<file path="config.mk">
export PLATFORM = sky130hd
export DESIGN_NAME = pump_duty_cycle_controller
export DESIGN_NICKNAME = d
export VERILOG_FILES = /design/src/rtl/core/pdc_pkg.sv /design/src/rtl/core/pdc_cfg_regs.sv /design/src/rtl/core/pdc_phase_core.sv /design/src/rtl/core/pump_duty_cycle_controller.sv
export SDC_FILE = /design/constraint.sdc
export NUM_CORES = 1
export LEC_CHECK = 0
export BUFFER_PORTS_ARGS = -buffer_cell sky130_fd_sc_hd__buf_2
export CORE_MARGIN = 2
export CORE_UTILIZATION = 44
export CTS_BUF_LIST = sky130_fd_sc_hd__clkbuf_4
export CTS_CLUSTER_SIZE = 24
export DETAILED_ROUTE_END_ITERATION = 10
export GPL_ROUTABILITY_DRIVEN = 0
export SETUP_SLACK_MARGIN = 0.05
export SLEW_MARGIN = 10
export SYNTH_ARGS = -nofsm -noshare
export SYNTH_HDL_FRONTEND = slang
export SYNTH_SLANG_ARGS = --single-unit
</file>
<file path="constraint.sdc">
create_clock -name clk -period 16.7 [get_ports clk]
set_clock_uncertainty 0.2 [all_clocks]
set_input_delay 0.835 -clock clk [delete_from_list [all_inputs] [get_ports clk]]
set_output_delay 0.835 -clock clk [all_outputs]
set_load 0.01 [all_outputs]
</file>
<file path="src/rtl/core/pdc_pkg.sv">
// Shared types, widths and constants for the pump duty-cycle controller.
// Used by every module under rtl/core; depends on nothing else.
package pdc_pkg;

    // Width of the time stamps and of the elapsed-time arithmetic.
    localparam int TIME_WIDTH = 32;

    localparam int NOW_W    = 32;
    localparam int HOUR_W   = 5;
    localparam int MIN_W    = 11;
    localparam int LEFT_W   = 17;
    localparam int CFG_IDX_W = 3;
    localparam int CFG_DATA_W = 11;

    localparam logic [LEFT_W-1:0] SECS_PER_MIN = LEFT_W'(60);

    // Configuration register indexes.
    localparam logic [CFG_IDX_W-1:0] REG_FRAME_START = CFG_IDX_W'(0);
    localparam logic [CFG_IDX_W-1:0] REG_FRAME_END   = CFG_IDX_W'(1);
    localparam logic [CFG_IDX_W-1:0] REG_RUN_MIN     = CFG_IDX_W'(2);
    localparam logic [CFG_IDX_W-1:0] REG_REST_MIN    = CFG_IDX_W'(3);

    // Register values after reset.
    localparam logic [HOUR_W-1:0] FRAME_START_RST = HOUR_W'(6);
    localparam logic [HOUR_W-1:0] FRAME_END_RST   = HOUR_W'(18);
    localparam logic [MIN_W-1:0]  RUN_MIN_RST     = MIN_W'(30);
    localparam logic [MIN_W-1:0]  REST_MIN_RST    = MIN_W'(30);

    typedef logic [TIME_WIDTH-1:0] stamp_t;

    // Settings as the evaluation logic sees them, phase lengths in seconds.
    typedef struct packed {
        logic [HOUR_W-1:0] frame_start;
        logic [HOUR_W-1:0] frame_end;
        logic [LEFT_W-1:0] run_len;
        logic [LEFT_W-1:0] rest_len;
    } cfg_t;

    typedef struct packed {
        stamp_t            now;
        logic [HOUR_W-1:0] hour;
        logic              full;
    } item_t;

    typedef struct packed {
        logic              pump_on;
        logic              in_frame;
        logic              resting;
        logic [LEFT_W-1:0] seconds_left;
        logic              pump_changed;
    } result_t;

    // Phase length in seconds; 1440 minutes gives 86400, which fits LEFT_W.
    function automatic logic [LEFT_W-1:0] phase_len(input logic [MIN_W-1:0] minutes);
        logic [LEFT_W-1:0] prod;
        prod = LEFT_W'(LEFT_W'(minutes) * SECS_PER_MIN);
        return prod;
    endfunction

endpackage

</file>
<file path="src/rtl/core/pdc_cfg_regs.sv">
// Configuration register file of the pump duty-cycle controller.
// Depends on pdc_pkg for register indexes, reset values and cfg_t.
module pdc_cfg_regs
    import pdc_pkg::*;
(
    input  logic                  clk,
    input  logic                  rst_n,
    input  logic                  wr_en,
    input  logic [CFG_IDX_W-1:0]  wr_index,
    input  logic [CFG_DATA_W-1:0] wr_data,
    output cfg_t                  cfg
);

    logic [HOUR_W-1:0] frame_start_reg;
    logic [HOUR_W-1:0] frame_end_reg;
    logic [MIN_W-1:0]  run_min_reg;
    logic [MIN_W-1:0]  rest_min_reg;

    always_ff @(posedge clk or negedge rst_n)
    begin
        if (!rst_n)
        begin
            frame_start_reg <= FRAME_START_RST;
            frame_end_reg   <= FRAME_END_RST;
            run_min_reg     <= RUN_MIN_RST;
            rest_min_reg    <= REST_MIN_RST;
        end
        else if (wr_en)
        begin
            case (wr_index)
                REG_FRAME_START: frame_start_reg <= wr_data[HOUR_W-1:0];
                REG_FRAME_END:   frame_end_reg   <= wr_data[HOUR_W-1:0];
                REG_RUN_MIN:     run_min_reg     <= wr_data[MIN_W-1:0];
                REG_REST_MIN:    rest_min_reg    <= wr_data[MIN_W-1:0];
                default:         ;
            endcase
        end
    end

    assign cfg.frame_start = frame_start_reg;
    assign cfg.frame_end   = frame_end_reg;
    assign cfg.run_len     = phase_len(run_min_reg);
    assign cfg.rest_len    = phase_len(rest_min_reg);

endmodule

</file>
<file path="src/rtl/core/pdc_phase_core.sv">
// Run/rest phase state and the evaluation of one item against it.
// Depends on pdc_pkg for cfg_t, item_t, result_t and the time width.
module pdc_phase_core
    import pdc_pkg::*;
(
    input  logic    clk,
    input  logic    rst_n,
    input  logic    eval_en,
    input  cfg_t    cfg,
    input  item_t   item,
    output result_t result
);

    logic   pump_reg,  pump_next;
    logic   rest_reg,  rest_next;
    logic   frame_reg, frame_next;
    stamp_t run_start_reg,  run_start_next;
    stamp_t rest_start_reg, rest_start_next;

    logic              in_win;
    logic              run_set, rest_set;
    stamp_t            run_el, rest_el;
    logic              run_over, rest_over;
    logic [LEFT_W-1:0] left;

    always_comb
    begin
        in_win   = (cfg.frame_start <= item.hour) && (item.hour < cfg.frame_end);
        run_set  = (run_start_reg != '0);
        rest_set = (rest_start_reg != '0);
        // An unset stamp is taken as now, so the elapsed time is zero.
        run_el   = run_set  ? (item.now - run_start_reg)  : '0;
        rest_el  = rest_set ? (item.now - rest_start_reg) : '0;
        run_over  = run_set  && (run_el  > TIME_WIDTH'(cfg.run_len));
        rest_over = rest_set && (rest_el > TIME_WIDTH'(cfg.rest_len));

        pump_next       = pump_reg;
        rest_next       = rest_reg;
        frame_next      = frame_reg;
        run_start_next  = run_start_reg;
        rest_start_next = rest_start_reg;
        left            = '0;

        if (item.full)
        begin
            // The frame flag is left as it was when the tank is full.
            pump_next       = 1'b0;
            rest_next       = 1'b0;
            run_start_next  = '0;
            rest_start_next = '0;
        end
        else if (in_win)
        begin
            frame_next = 1'b1;
            if (run_over && rest_over)
            begin
                rest_start_next = '0;
                run_start_next  = item.now;
                pump_next       = 1'b1;
                rest_next       = 1'b0;
                left            = cfg.run_len;
            end
            else if (run_over)
            begin
                if (!rest_set)
                begin
                    rest_start_next = item.now;
                end
                pump_next = 1'b0;
                rest_next = 1'b1;
                left      = cfg.rest_len - rest_el[LEFT_W-1:0];
            end
            else
            begin
                if (!run_set)
                begin
                    run_start_next = item.now;
                end
                pump_next = 1'b1;
                left      = cfg.run_len - run_el[LEFT_W-1:0];
            end
        end
        else
        begin
            pump_next       = 1'b0;
            rest_next       = 1'b0;
            frame_next      = 1'b0;
            run_start_next  = '0;
            rest_start_next = '0;
        end

        result.pump_on      = pump_next;
        result.in_frame     = frame_next;
        result.resting      = rest_next;
        result.seconds_left = left;
        result.pump_changed = pump_next ^ pump_reg;
    end

    always_ff @(posedge clk or negedge rst_n)
    begin
        if (!rst_n)
        begin
            pump_reg       <= 1'b0;
            rest_reg       <= 1'b0;
            frame_reg      <= 1'b0;
            run_start_reg  <= '0;
            rest_start_reg <= '0;
        end
        else if (eval_en)
        begin
            pump_reg       <= pump_next;
            rest_reg       <= rest_next;
            frame_reg      <= frame_next;
            run_start_reg  <= run_start_next;
            rest_start_reg <= rest_start_next;
        end
    end

endmodule

</file>
<file path="src/rtl/core/pump_duty_cycle_controller.sv">
// Pump duty-cycle controller, top level: input register, result register
// and the handshakes. Depends on pdc_pkg, pdc_cfg_regs and pdc_phase_core.
//
// Each accepted beat on the input side yields exactly one result beat. A beat
// is held in the input register, evaluated against the phase state in a
// single pass of compares and subtractions, and then registered in the result
// register; it stays in the input register while in_stall is high. One beat
// per cycle is sustained while out_stall is low, since the phase state
// is updated in the same cycle that it is read. The input register takes a new
// beat while a result still waits to be taken; in_stall rises only when both
// registers are full and out_stall is high. Configuration writes are always
// ready and take effect on the next beat; they are meant to be issued while no
// beat is in flight.
module pump_duty_cycle_controller
    import pdc_pkg::*;
(
    input  logic                  clk,
    input  logic                  rst_n,

    input  logic                  cfg_valid,
    output logic                  cfg_ready,
    input  logic [CFG_IDX_W-1:0]  cfg_index,
    input  logic [CFG_DATA_W-1:0] cfg_data,

    input  logic                  in_valid,
    output logic                  in_stall,
    input  logic [NOW_W-1:0]      now_seconds,
    input  logic [HOUR_W-1:0]     hour_of_day,
    input  logic                  tank_full,

    output logic                  out_valid,
    input  logic                  out_stall,
    output logic                  pump_on,
    output logic                  in_frame,
    output logic                  resting,
    output logic [LEFT_W-1:0]     seconds_left,
    output logic                  pump_changed
);

    cfg_t    cfg;
    item_t   item_reg;
    logic    item_valid_reg;
    result_t result;
    result_t res_reg;
    logic    res_valid_reg;
    logic    advance;
    logic    fire;

    assign cfg_ready = 1'b1;

    pdc_cfg_regs u_cfg_regs (
        .clk      (clk),
        .rst_n    (rst_n),
        .wr_en    (cfg_valid),
        .wr_index (cfg_index),
        .wr_data  (cfg_data),
        .cfg      (cfg)
    );

    // The result register can load whenever it is empty or being drained.
    assign advance  = !res_valid_reg || !out_stall;
    assign fire     = item_valid_reg && advance;
    assign in_stall = item_valid_reg && !advance;

    always_ff @(posedge clk or negedge rst_n)
    begin
        if (!rst_n)
        begin
            item_valid_reg <= 1'b0;
        end
        else if (!in_stall)
        begin
            item_valid_reg <= in_valid;
        end
    end

    always_ff @(posedge clk)
    begin
        if (!in_stall && in_valid)
        begin
            item_reg.now  <= TIME_WIDTH'(now_seconds);
            item_reg.hour <= hour_of_day;
            item_reg.full <= tank_full;
        end
    end

    pdc_phase_core u_phase_core (
        .clk     (clk),
        .rst_n   (rst_n),
        .eval_en (fire),
        .cfg     (cfg),
        .item    (item_reg),
        .result  (result)
    );

    always_ff @(posedge clk or negedge rst_n)
    begin
        if (!rst_n)
        begin
            res_valid_reg <= 1'b0;
        end
        else if (advance)
        begin
            res_valid_reg <= fire;
        end
    end

    always_ff @(posedge clk)
    begin
        if (fire)
        begin
            res_reg <= result;
        end
    end

    assign out_valid    = res_valid_reg;
    assign pump_on      = res_reg.pump_on;
    assign in_frame     = res_reg.in_frame;
    assign resting      = res_reg.resting;
    assign seconds_left = res_reg.seconds_left;
    assign pump_changed = res_reg.pump_changed;

`ifndef SYNTHESIS
    // The pump only ever runs inside the daily frame.
    assert property (@(posedge clk) disable iff (!rst_n)
        out_valid |-> (!pump_on || in_frame))
        else $error("pump reported on outside the frame");

    // A stopped pump that is not resting has no phase time left.
    assert property (@(posedge clk) disable iff (!rst_n)
        (out_valid && !pump_on && !resting) |-> (seconds_left == '0))
        else $error("time left reported while the pump is stopped");

    // An evaluated beat always shows up in the result register next cycle.
    assert property (@(posedge clk) disable iff (!rst_n)
        fire |=> out_valid)
        else $error("evaluated beat missing from the result register");
`endif

endmodule
</file>
==> flow_summary.html <==
<table>
<tr><th>Metric</th><th>Value</th></tr>
<tr><th colspan="2">Global routing</th></tr>
<tr><td>Number of antenna violations at the first check in global routing</td><td>1</td></tr>
<tr><td>Global route total overflow</td><td>0</td></tr>
<tr><td>Global-route wire length before repair</td><td>68800 um</td></tr>
<tr><td>Largest net degree at the start of global routing</td><td>between 60 and 70</td></tr>
<tr><td>Combined global-route utilization of all metal layers</td><td>between 20% and 30%</td></tr>
<tr><td>Number of global-route vias before repair</td><td>around 13000</td></tr>
<tr><th colspan="2">Finish</th></tr>
<tr><td>Number of nets in the layout</td><td>approximately 2100</td></tr>
<tr><td>Fraction of layout cells with a size suffix above 1</td><td>a little under a tenth</td></tr>
<tr><td>P&amp;R area growth vs syn</td><td>7.04%</td></tr>
<tr><td>Layout Cells excl Fill</td><td>~2300</td></tr>
<tr><td>Max FFs per register</td><td>38</td></tr>
<tr><th colspan="2">Clock network</th></tr>
<tr><td>Buffer depth of the longest clock path</td><td>2</td></tr>
<tr><td>Insertion delay to the later sink of the worst-skew pair</td><td>~620 ps</td></tr>
<tr><td>Root Driver</td><td>clkbuf_4</td></tr>
<tr><td>Clock sink count</td><td>160</td></tr>
<tr><td>Number of CTS-inserted buffers</td><td>17</td></tr>
<tr><td>Clock tree from TritonCTS</td><td>built</td></tr>
<tr><td>Count of H-tree levels built during CTS</td><td>4</td></tr>
<tr><td>Clk slew on worst S/H paths</td><td>around 160 ps</td></tr>
<tr><th colspan="2">Worst setup path</th></tr>
<tr><td>R2r startpoint</td><td>u_cfg_regs.rest_min_reg[2]</td></tr>
<tr><td>Worst Path Class, Setup</td><td>reg2reg</td></tr>
<tr><td>Capturing element type of the critical path</td><td>register</td></tr>
<tr><td>Arrival time of the worst setup path</td><td>7630 ps</td></tr>
<tr><td>Required time at the worst-slack endpoint</td><td>between 15000 and 20000 ps</td></tr>
<tr><td>Worst Setup Start Kind</td><td>register</td></tr>
<tr><td>Number of cell instances on the worst register-to-register path</td><td>25</td></tr>
<tr><td>Critical R2R Capture</td><td>seconds_left[0]</td></tr>
<tr><td>Worst setup endpoint</td><td>seconds_left[0]</td></tr>
<tr><td>Start point of the critical path</td><td>u_cfg_regs.rest_min_reg[2]</td></tr>
<tr><td>Worst reg-to-reg setup slack</td><td>slightly above 9000 ps</td></tr>
<tr><td>Maximum fanout count along the critical path</td><td>10</td></tr>
<tr><th colspan="2">Timing</th></tr>
<tr><td>Unrepaired setup endpoints after global routing</td><td>false</td></tr>
<tr><td>Worst setup margin</td><td>9330 ps</td></tr>
<tr><td>Achievable Freq</td><td>~140 MHz</td></tr>
<tr><td>Fin Hold WS</td><td>about 170 ps</td></tr>
<tr><td>Max-slew headroom at the worst pin</td><td>17.9%</td></tr>
<tr><td>Pins Over Slew Limit</td><td>0</td></tr>
<tr><td>Fin crit share</td><td>roughly 44%</td></tr>
<tr><td>Total Neg Setup Slack</td><td>0 ps</td></tr>
<tr><td>Final hold viol count</td><td>0</td></tr>
<tr><td>Number of setup violations in the final report</td><td>0</td></tr>
<tr><td>Actual transition at the worst max-transition pin</td><td>~1200 ps</td></tr>
<tr><td>Final period demand of the worst path</td><td>between 7000 and 8000 ps</td></tr>
<tr><th colspan="2">Synthesis</th></tr>
<tr><td>Total of flip-flops plus latches after synthesis</td><td>160</td></tr>
<tr><td>Count of flip-flops with a built-in enable after synthesis</td><td>59</td></tr>
<tr><td>Synthesized area per cell</td><td>8.40 um2</td></tr>
<tr><td>Count of warnings emitted by yosys</td><td>0</td></tr>
<tr><td>FFs w/ async S/R, synth</td><td>roughly 63%</td></tr>
<tr><td>Share of synthesized area occupied by flip-flops and latches</td><td>about 28%</td></tr>
<tr><td>Unique masters post-synth</td><td>80</td></tr>
<tr><td>Most numerous cell in the Yosys netlist</td><td>inv_1</td></tr>
<tr><td>Syn Nets</td><td>just over 2000</td></tr>
<tr><td>Portion of synthesized cell area occupied by the leading cell type</td><td>~15%</td></tr>
<tr><td>Post-synthesis cell area</td><td>between 0.015 and 0.02 mm2</td></tr>
<tr><td>Dominant cells by area after synthesis</td><td>dfrtp_1 (15%), ha_1 (14%), edfxtp_1 (12%)</td></tr>
<tr><td>Predominant post-synthesis flop cell</td><td>dfrtp_1</td></tr>
<tr><td>Cells after Synth</td><td>between 1500 and 2000</td></tr>
<tr><td>Most frequent cells after synthesis</td><td>inv_1 (261), nand2_1 (202), ha_1 (166), a21oi_1 (113), nor2_1 (98)</td></tr>
<tr><td>Cell taking the most area after synthesis</td><td>dfrtp_1</td></tr>
<tr><th colspan="2">Floorplan</th></tr>
<tr><td>Number of standard-cell rows in the floorplan</td><td>between 60 and 70</td></tr>
<tr><td>DIE WIDTH</td><td>approximately 190 um</td></tr>
<tr><td>Number of top-level design ports</td><td>around 80</td></tr>
<tr><td>Core area</td><td>between 0.03 and 0.04 mm2</td></tr>
<tr><td>Die Outline Area</td><td>0.0361 mm2</td></tr>
<tr><td>Initial Utilization</td><td>between 40 and 50%</td></tr>
<tr><td>Height of the die</td><td>roughly 190 um</td></tr>
<tr><th colspan="2">Worst hold path</th></tr>
<tr><td>Hold/Removal Path Class</td><td>in2reg</td></tr>
<tr><th colspan="2">Routing</th></tr>
<tr><td>Post-detailed-route DRC marker count</td><td>0</td></tr>
<tr><td>Wirelength, routed</td><td>between 40000 and 50000 um</td></tr>
<tr><td>Antenna viol nets, final</td><td>0</td></tr>
<tr><td>Average wire per standard cell</td><td>between 15 and 20 um</td></tr>
<tr><td>Iteration-0 DRC count of the detailed router</td><td>1201</td></tr>
<tr><td>Mean number of vias per cell</td><td>about 5.7</td></tr>
<tr><td>Detailed Routing Iterations Pass 1</td><td>5</td></tr>
<tr><td>Via count</td><td>13400</td></tr>
<tr><th colspan="2">Job</th></tr>
<tr><td>Number of maximum-capacitance constraint violations</td><td>0</td></tr>
<tr><th colspan="2">Placed design</th></tr>
<tr><td>Pre-CTS setup slack</td><td>approximately 9400 ps</td></tr>
<tr><td>Detailed placement HPWL</td><td>34400 um</td></tr>
<tr><td>Number of port buffers</td><td>79</td></tr>
<tr><td>Count of placed standard cells including taps</td><td>2292</td></tr>
<tr><th colspan="2">Status</th></tr>
<tr><td>Result of the run</td><td>completed</td></tr>
</table>
critical path, cell delays in order, from the launching register on:
cell      delay [ps]
dfstp_2          590
inv_1             90
fa_1             490
fa_1             510
inv_1             40
ha_1             320
nor2b_1          140
o21ai_0          190
a21boi_0         140
o21ai_0          220
a21boi_0         130
o21ai_0          210
a21boi_0         130
o21ai_0          230
nand2b_1         130
xnor2_1          140
ha_1             380
nand4_1          200
or3_1            420
or3_1            420
a211oi_1         250
o2111a_1         210
nand4_1          160
o41a_1           590
or3_1            450
a211oi_2         220
timing repair:
action,CTS,global route
buffers inserted,0,0
endpoints found under the hold margin,21,0
resized for setup,0,0
hold buffers,1,0
placed cells by master (no fill, tap or decap), drive strengths merged, types with 32 or more instances in the layout:
| cell type | instances |
|---|---|
| a21oi | 113 |
| o21ai | 99 |
| edfxtp | 59 |
| o2bb2ai | 32 |
| nor2 | 98 |
| dfrtp | 89 |
| inv | 266 |
| xnor2 | 61 |
| buf | 91 |
| nand2 | 202 |
| o22ai | 40 |
| fa | 40 |
| ha | 166 |
how the worst min path moves through the flow:
stage,cells after the start,from,endpoint,slack (ps)
final,1,now_seconds[13],item_reg[19],170
after global routing,1,now_seconds[13],item_reg[19],100
after CTS,1,now_seconds[13],item_reg[19],90
after detailed placement,1,item_reg[6],u_phase_core.rest_start_reg[0],280
after global placement,1,item_reg[6],u_phase_core.rest_start_reg[0],270
after floorplan,1,item_valid_reg,out_valid,260
cell type report:
type                            count  area (um2)
Clock buffer                       17         128
Sequential cell                   160        4310
Antenna cell                        1        2.50
Clock inverter                     15         135
Timing Repair Buffer               92         498
Tap cell                          455         569
Multi-Input combinational cell   1325        9680
Inverter                          261         980
Fill cell                        3356       18000
stage by stage:
step	util [%]	cell area, um2
after detailed placement	46.7	16000
after global placement	46.7	16000
after global routing	47.5	16300
after floorplan	-	15200
after CTS	47.5	16300
final	47.5	16300
cell families after synthesis:
| family | Yosys count | synth area share, % |
|---|---|---|
| fa+ha+maj | 206 | 18.9 |
| buf+inv | 327 | 8.35 |
| flops | 160 | 28.3 |
| compound gates | 482 | 21.2 |
| xor+xnor | 84 | 4.83 |
| mux | 31 | 2.19 |
| other cells | 1 | 0.0246 |
| simple gates | 521 | 16.2 |
routing by layer:
layer / share of wire, % / routed length, um / GRT usage [%]
met1: 47 / 20200 / 34.4
met2: 45 / 19200 / 38.2
met3: 6.3 / 2700 / 4.21
met4: 2.0 / 844 / 6.35
met5: 0 / 0 / 0
Power is not shown: default switching activity piles up to over one toggle a cycle in this logic, so the estimate is an artifact.
